**src/hw/rtl/assert_macros.svh**
```systemverilog
// ----------------------------------------------------------------------------
// assert_macros.svh
// assertion macros used by the key chord matcher core
// ----------------------------------------------------------------------------
`ifndef ASSERT_MACROS_SVH
`define ASSERT_MACROS_SVH
`ifndef NO_ASSERTIONS
// clocked check, off while reset is held
`define KCSM_ASSERT(lbl, clk, rst_n, prop, msg) \
    lbl: assert property (@(posedge clk) disable iff (!rst_n) prop) else $error(msg);
// clocked check that also holds during reset
`define KCSM_ASSERT_RST(lbl, clk, prop, msg) \
    lbl: assert property (@(posedge clk) prop) else $error(msg);
`else
`define KCSM_ASSERT(lbl, clk, rst_n, prop, msg)
`define KCSM_ASSERT_RST(lbl, clk, prop, msg)
`endif
`endif

```
**src/hw/rtl/kcsm_pkg.sv**
```systemverilog
// ----------------------------------------------------------------------------
// kcsm_pkg
// types and constants of the key chord sequence matcher
// ----------------------------------------------------------------------------
package kcsm_pkg;

    localparam int KEY_SLOTS = 3;
    localparam int CODE_W    = 21;
    localparam int TYPE_W    = 2;
    localparam int CMD_W     = 16;
    localparam int LEN_W     = 2;
    localparam int MODE_W    = 2;
    localparam int STATUS_W  = 3;
    localparam int COUNT_W   = 7;

    localparam logic [MODE_W-1:0] MODE_KEY    = 2'd0;
    localparam logic [MODE_W-1:0] MODE_ADD    = 2'd1;
    localparam logic [MODE_W-1:0] MODE_REMOVE = 2'd2;

    localparam logic [STATUS_W-1:0] ST_PENDING  = 3'd0;
    localparam logic [STATUS_W-1:0] ST_NOMATCH  = 3'd1;
    localparam logic [STATUS_W-1:0] ST_FIRED    = 3'd2;
    localparam logic [STATUS_W-1:0] ST_ADDED    = 3'd3;
    localparam logic [STATUS_W-1:0] ST_FULL     = 3'd4;
    localparam logic [STATUS_W-1:0] ST_REMOVED  = 3'd5;
    localparam logic [STATUS_W-1:0] ST_NOTFOUND = 3'd6;

    typedef struct packed {
        logic [CMD_W-1:0]            cmd_id;
        logic [LEN_W-1:0]            len;
        logic [KEY_SLOTS*TYPE_W-1:0] types;
        logic [KEY_SLOTS*CODE_W-1:0] codes;
    } entry_t;

    typedef enum logic [2:0] {
        S_IDLE,
        S_PREP,
        S_SCAN,
        S_SH_RD,
        S_SH_WR,
        S_FINISH
    } ctrl_state_t;

    typedef struct packed {
        logic                load;
        logic                add_wr;
        logic                set_st;
        logic [STATUS_W-1:0] st;
        logic                push_key;
        logic                scan_start;
        logic                scan_rd;
        logic                scan_eval;
        logic                sh_start;
        logic                sh_rd;
        logic                sh_wr;
        logic                sh_done;
        logic                post;
    } dp_cmd_t;

    typedef struct packed {
        logic [MODE_W-1:0] mode;
        logic              len_ok;
        logic              full;
        logic              empty;
        logic              issue_done;
        logic              hit;
        logic              miss_end;
        logic              sh_last;
        logic              out_free;
    } dp_sts_t;

endpackage

```
**src/hw/rtl/kcsm_ctrl.sv**
```systemverilog
// ----------------------------------------------------------------------------
// kcsm_ctrl
// sequencer for add, remove and key press items
// ----------------------------------------------------------------------------
module kcsm_ctrl (
    input  logic               clk,
    input  logic               rst_n,
    input  logic               item_valid,
    output logic               item_stall,
    input  kcsm_pkg::dp_sts_t  sts,
    output kcsm_pkg::dp_cmd_t  cmd
);

    kcsm_pkg::ctrl_state_t state_reg;
    kcsm_pkg::ctrl_state_t state_next;

    always_ff @(posedge clk or negedge rst_n)
    begin
        if (!rst_n)
        begin
            state_reg <= kcsm_pkg::S_IDLE;
        end
        else
        begin
            state_reg <= state_next;
        end
    end

    always_comb
    begin
        state_next = state_reg;
        cmd        = '0;
        item_stall = (state_reg != kcsm_pkg::S_IDLE);
        case (state_reg)
            kcsm_pkg::S_IDLE:
            begin
                if (item_valid)
                begin
                    cmd.load   = 1'b1;
                    state_next = kcsm_pkg::S_PREP;
                end
            end
            kcsm_pkg::S_PREP:
            begin
                state_next = kcsm_pkg::S_FINISH;
                case (sts.mode)
                    kcsm_pkg::MODE_ADD:
                    begin
                        if (sts.len_ok && !sts.full)
                        begin
                            cmd.add_wr = 1'b1;
                        end
                        else
                        begin
                            cmd.set_st = 1'b1;
                            cmd.st     = kcsm_pkg::ST_FULL;
                        end
                    end
                    kcsm_pkg::MODE_REMOVE:
                    begin
                        if (sts.len_ok && !sts.empty)
                        begin
                            cmd.scan_start = 1'b1;
                            state_next     = kcsm_pkg::S_SCAN;
                        end
                        else
                        begin
                            cmd.set_st = 1'b1;
                            cmd.st     = kcsm_pkg::ST_NOTFOUND;
                        end
                    end
                    kcsm_pkg::MODE_KEY:
                    begin
                        cmd.push_key = 1'b1;
                        if (sts.empty)
                        begin
                            cmd.set_st = 1'b1;
                            cmd.st     = kcsm_pkg::ST_NOMATCH;
                        end
                        else
                        begin
                            cmd.scan_start = 1'b1;
                            state_next     = kcsm_pkg::S_SCAN;
                        end
                    end
                    default:
                    begin
                        cmd.set_st = 1'b1;
                        cmd.st     = kcsm_pkg::ST_NOMATCH;
                    end
                endcase
            end
            kcsm_pkg::S_SCAN:
            begin
                cmd.scan_rd   = !sts.issue_done;
                cmd.scan_eval = 1'b1;
                if (sts.hit)
                begin
                    if (sts.mode == kcsm_pkg::MODE_REMOVE)
                    begin
                        cmd.sh_start = 1'b1;
                        state_next   = kcsm_pkg::S_SH_RD;
                    end
                    else
                    begin
                        state_next = kcsm_pkg::S_FINISH;
                    end
                end
                else if (sts.miss_end)
                begin
                    state_next = kcsm_pkg::S_FINISH;
                end
            end
            kcsm_pkg::S_SH_RD:
            begin
                if (sts.sh_last)
                begin
                    cmd.sh_done = 1'b1;
                    state_next  = kcsm_pkg::S_FINISH;
                end
                else
                begin
                    cmd.sh_rd  = 1'b1;
                    state_next = kcsm_pkg::S_SH_WR;
                end
            end
            kcsm_pkg::S_SH_WR:
            begin
                cmd.sh_wr  = 1'b1;
                state_next = kcsm_pkg::S_SH_RD;
            end
            kcsm_pkg::S_FINISH:
            begin
                if (sts.out_free)
                begin
                    cmd.post   = 1'b1;
                    state_next = kcsm_pkg::S_IDLE;
                end
            end
            default:
            begin
                state_next = kcsm_pkg::S_IDLE;
            end
        endcase
    end

endmodule

```
**config.mk**
```make
export PLATFORM = sky130hd
export DESIGN_NAME = kcsm_ctrl
export DESIGN_NICKNAME = d
export VERILOG_FILES = /design/src/hw/rtl/assert_macros.svh /design/src/hw/rtl/kcsm_pkg.sv /design/src/hw/rtl/kcsm_ctrl.sv
export SDC_FILE = /design/constraint.sdc
export NUM_CORES = 1
export LEC_CHECK = 0
export BUFFER_PORTS_ARGS = -buffer_cell sky130_fd_sc_hd__buf_2
export CAP_MARGIN = 20
export CORE_AREA = 2 2 39 41
export CTS_CLUSTER_SIZE = 40
export DETAILED_ROUTE_END_ITERATION = 10
export DIE_AREA = 0 0 41 43
export SYNTH_ARGS = -nofsm -noshare
export SYNTH_HDL_FRONTEND = slang
export SYNTH_SLANG_ARGS = --single-unit
```
**constraint.sdc**
```tcl
create_clock -name clk -period 1.79 [get_ports clk]
set_input_delay 0.4475 -clock clk [delete_from_list [all_inputs] [get_ports clk]]
set_output_delay 0.4475 -clock clk [all_outputs]
set_load 0.01 [all_outputs]
```
Word level (Yosys, flattened, before mapping)
Index checks and enable logic that the tools add are counted.
{ "op_classes": {"n_eq_ne": 10, "n_mux": 33, "reduce_logical": 9} }
{ "ops": {"columns": ["operator", "n"], "rows": [
  ["$mux W3", 8],
  ["$pmux W3 S6", 1],
  ["$mux W1", 17],
  ["$mux W4", 3],
  ["$pmux W4 S3", 1],
  ["$mux W7", 1],
  ["$eq A3 B2 Y1 const B", 2],
  ["$eq A3 B3 Y1 const B", 2],
  ["$pmux W3 S2", 1],
  ["$ne A2 B2 Y1 const B", 2],
  ["$eq A3 B1 Y1 const B", 1],
  ["$logic_not A1 Y1", 3],
  ["$logic_not A3 Y1", 1],
  ["$ne A3 B3 Y1 const B", 1],
  ["$reduce_and A3 Y1", 1],
  ["$reduce_bool A3 Y1", 1],
  ["$eq A2 B1 Y1 const B", 1],
  ["$eq A2 B2 Y1 const B", 1],
  ["$logic_and A1 B1 Y1", 2],
  ["$logic_not A2 Y1", 1],
  ["$pmux W1 S2", 1]
]} }
{ "word_totals": {"ff_bits": 3, "output_inout_bits": 16, "word_cells": 53} }

Depth between registers and ports, before layout
{ "depth": {"ltp_word": 5, "ltp_mapped": 5} }

Least setup slack after synthesis
OpenSTA, ideal clock, no wires.
{ "synth_path": {"kind": "input port to output port", "start": "input sts[8] in the netlist's numbering", "end": "output cmd[7] in the netlist's numbering", "arrival_ns": 1.177, "t_required_ns": 1.342, "path_slack_ns": 0.166, "path_stages": 3, "cell_sequence": "clkbuf_2 -> a211oi_1 -> and2_1"} }
{ "synth_rtl": {"columns": ["item", "line_no", "source"], "rows": [
  ["from (decl)", "kcsm_ctrl.sv:10", "input kcsm_pkg::dp_sts_t sts,"],
  ["to (decl)", "kcsm_ctrl.sv:11", "output kcsm_pkg::dp_cmd_t cmd"]
]} }

==> flow_metrics.py <==
metrics = {
    "final_layout": {
        "syn_to_final_growth_pct": 63.2,
        "largest_reg_flops": 3,
        "fillers": 143,
        "nets": 105,
        "multi_input_area_um2": 303,
        "regArea_um2": 78.8,
        "fin_util_pct": 43.7,
        "drive_above_1_share_pct": 48.4,
        "diodes": 0,
    },
    "die": {
        "initial_core_util_pct": 26.8,
        "fp.dieW_um": 41,
        "core_area_mm2": 0.00138,
        "row_count": 14,
        "die-area_mm2": 0.00176,
        "io_pins": 29,
        "die_y_um": 43,
    },
    "drt": {
        "routed_via_density": 4.74,
        "drc": 0,
        "dr.max_layer_used": "met3",
        "firstDrtPassIters": 3,
        "wire_per_inst_um": 9.31,
        "ant_nets": 0,
        "wl_met2_um": 452,
        "wl_met3_um": 95,
        "m1WireLength_um": 448,
        "dr_total_vias": 507,
        "first_iter_violations": 5,
        "totalWireLength_um": 996,
    },
    "grt": {
        "globalRouteTotalUtil_pct": 12.3,
        "overflow": 0,
        "grt_max_degree": 12,
        "antenna_found_initial": 0,
        "grt_pass1_wl_um": 1590,
        "grt_pass1_vias": 407,
    },
    "setup_path": {
        "crit_family": "compound AO/OA/AOI/OAI gates",
        "slowest_stage": "a211oi_1",
        "critPathMostFrequentCell": "buf_2",
        "critPathArrivalTime_ps": 1280,
        "max_stage_delay_ps": 400,
        "cp-end-kind": "output port",
        "crit_path_cell_trace": "buf_2, inv_1, a211oi_1, and2_1, buf_2",
        "path_buf_inv": 3,
        "cp_data_required_time_ps": 1340,
        "cp_max_fo": 4,
        "cp-start-kind": "primary input",
        "worstSetupPathType": "in2out",
    },
    "worst_hold_path": {
        "min_path_type": "in2async",
    },
    "power": {
        "p_per_area_mw_per_mm2": 1310,
        "ir_drop_mv": 0.400,
        "leakagePower_nw": 0.326,
    },
    "place": {
        "dp_hpwl_um": 813,
        "finalWeightedCongestion": 0.717,
        "port_buffers": 28,
    },
    "clock_network": {
        "clockRootBuffer": "clkbuf_4",
        "clk_latency_ps": 220,
        "clk_pin_slew_worst_paths_ps": 30,
        "clock_sink_count": 3,
        "cts_buffers": 3,
        "ctsLongestPathBuffers": 2,
        "ctsHtreeMaxLevel": 1,
        "cts_setup_buffers": 0,
        "cts_tree": "done",
    },
    "timing": {
        "drv_slew": 0,
        "tightest_slew_ps": 402,
        "tns_ps": 0,
        "setup_viol": 0,
        "relSlewSlack_pct": 73.1,
        "period_share_pct": 96.7,
        "min_period_ps": 1730,
        "hold_viol": 0,
        "holdWs_ps": 543,
        "rsz0062_at_grt": "yes",
        "finClkSkew_ps": 1.59,
        "clock.fmax_mhz": 578,
    },
    "logic_synthesis": {
        "yosysSeqAreaShare_pct": 20.3,
        "yosys_warnings": 0,
        "yosys.cell_types.count": 26,
        "synth_cells": 58,
        "synth_nets": 71,
        "synth-seq-cells": 3,
        "syn_area_um2": 370,
        "avgSynthCellArea_um2": 6.39,
    },
    "outcome": {
        "status": "finished, final reports clean",
    },
    "run": {
        "maxCapViolCount": 0,
    },
}
[through the flow]
step	setup WS [ps]	area, um2	instances	power, W
2_1_floorplan	166	370	58	0.000468
3_3_place_gp	136	537	102	0.000628
3_5_place_dp	113	537	102	0.000629
4_1_cts	27.1	569	106	0.000760
5_1_grt	-12.1	604	107	0.000880
6_report	59.4	604	107	0.000793
[cells in the final DEF, fill, tap and decap left out, types with 2 or more instances in the layout]
master,netlist,routed
inv_1,2,2
nand2_1,6,5
buf_2,0,28
nor3_2,0,2
and3_1,3,3
o21ai_0,2,2
and2_1,4,4
dfrtp_2,0,3
nor3_1,5,3
buf_4,0,2
clkbuf_4,0,3
a21oi_1,2,2
nor2_1,14,12
[synth_stat cells, drive strengths merged]
cell,instances,share of area (%)
nor3,5,6.8
o22ai,1,1.7
dfrtp,3,20
a21o,1,2.0
a31oi,1,1.7
and3,3,5.1
a311o,1,2.7
a21oi,2,2.7
nand2b,1,1.7
nand2,6,6.1
or3,1,1.7
o21ai,2,2.7
inv,3,3.0
or2b,1,2.0
a22o,1,2.4
and2b,1,2.0
a211oi,1,2.0
a221o,1,2.7
nor2b,1,1.7
nand3,1,1.4
clkbuf,2,2.4
o41ai,1,4.4
and2,4,6.8
nor2,14,14
[layout make-up]
class | count | area share (%)
inverters | 3 | 1.86
clock buffers | 4 | 4.35
multi-input cells | 50 | 50.1
flip-flops and latches | 3 | 13.0
well taps | 16 | 3.31
repair buffers | 31 | 27.3
[metal layers]
| metal | track usage [%] | vias up |
|---|---|---|
| li1 | - | 269 |
| met1 | 16.5 | 214 |
| met2 | 20.3 | 24 |
| met3 | 1.57 | 0 |
| met4 | 2.00 | 0 |
| met5 | 0 | - |
[power by group]
group	switching [W]	internal [W]	total (W)
clock network	0.0000290	0.0000831	0.000112
registers	0.0000852	0.000108	0.000194
logic	0.000247	0.000241	0.000488
total	0.000361	0.000432	0.000793
[final timing paths]
kind / from / end / slack [ps] / cells after the start
worst min register to register: state_reg[2] / state_reg[1] / 710 / 2
worst max-delay path: sts[7] / cmd[7] / 60 / 5
worst min-delay path: rst_n / state_reg[1] / 540 / 2
min in group clk: sts[0] / state_reg[0] / 560 / 3
max in group asynchronous: rst_n / state_reg[0] / 1130 / 2
worst max register to register: state_reg[1] / state_reg[2] / 370 / 4
[cells by family (layout without fill, tap and decap cells)]
group                  count (synthesis)  count (layout)  synth area share [%]
AND/OR/NAND/NOR                       38              38                  49.3
AO/OA/AOI/OAI                         12              12                  25.0
buffers and inverters                  5              38                  5.40
flip-flops                             3               3                  20.3
[timing repair]
item                                    4_1_cts  5_1_grt
gates cloned                                  0        0
pin swaps                                     0        0
hold buffers                                  0        1
endpoints found under the setup margin        3        8
gates resized for setup                       3        7
hold endpoints to repair                      0        2
[worst register-to-register path: stages, from the launching register on]
cell and delay, ps:
dfrtp_2 440, inv_2 70, o41ai_2 320, a21oi_1 110, a311o_1 360
Power figures use the tool's default switching activity.
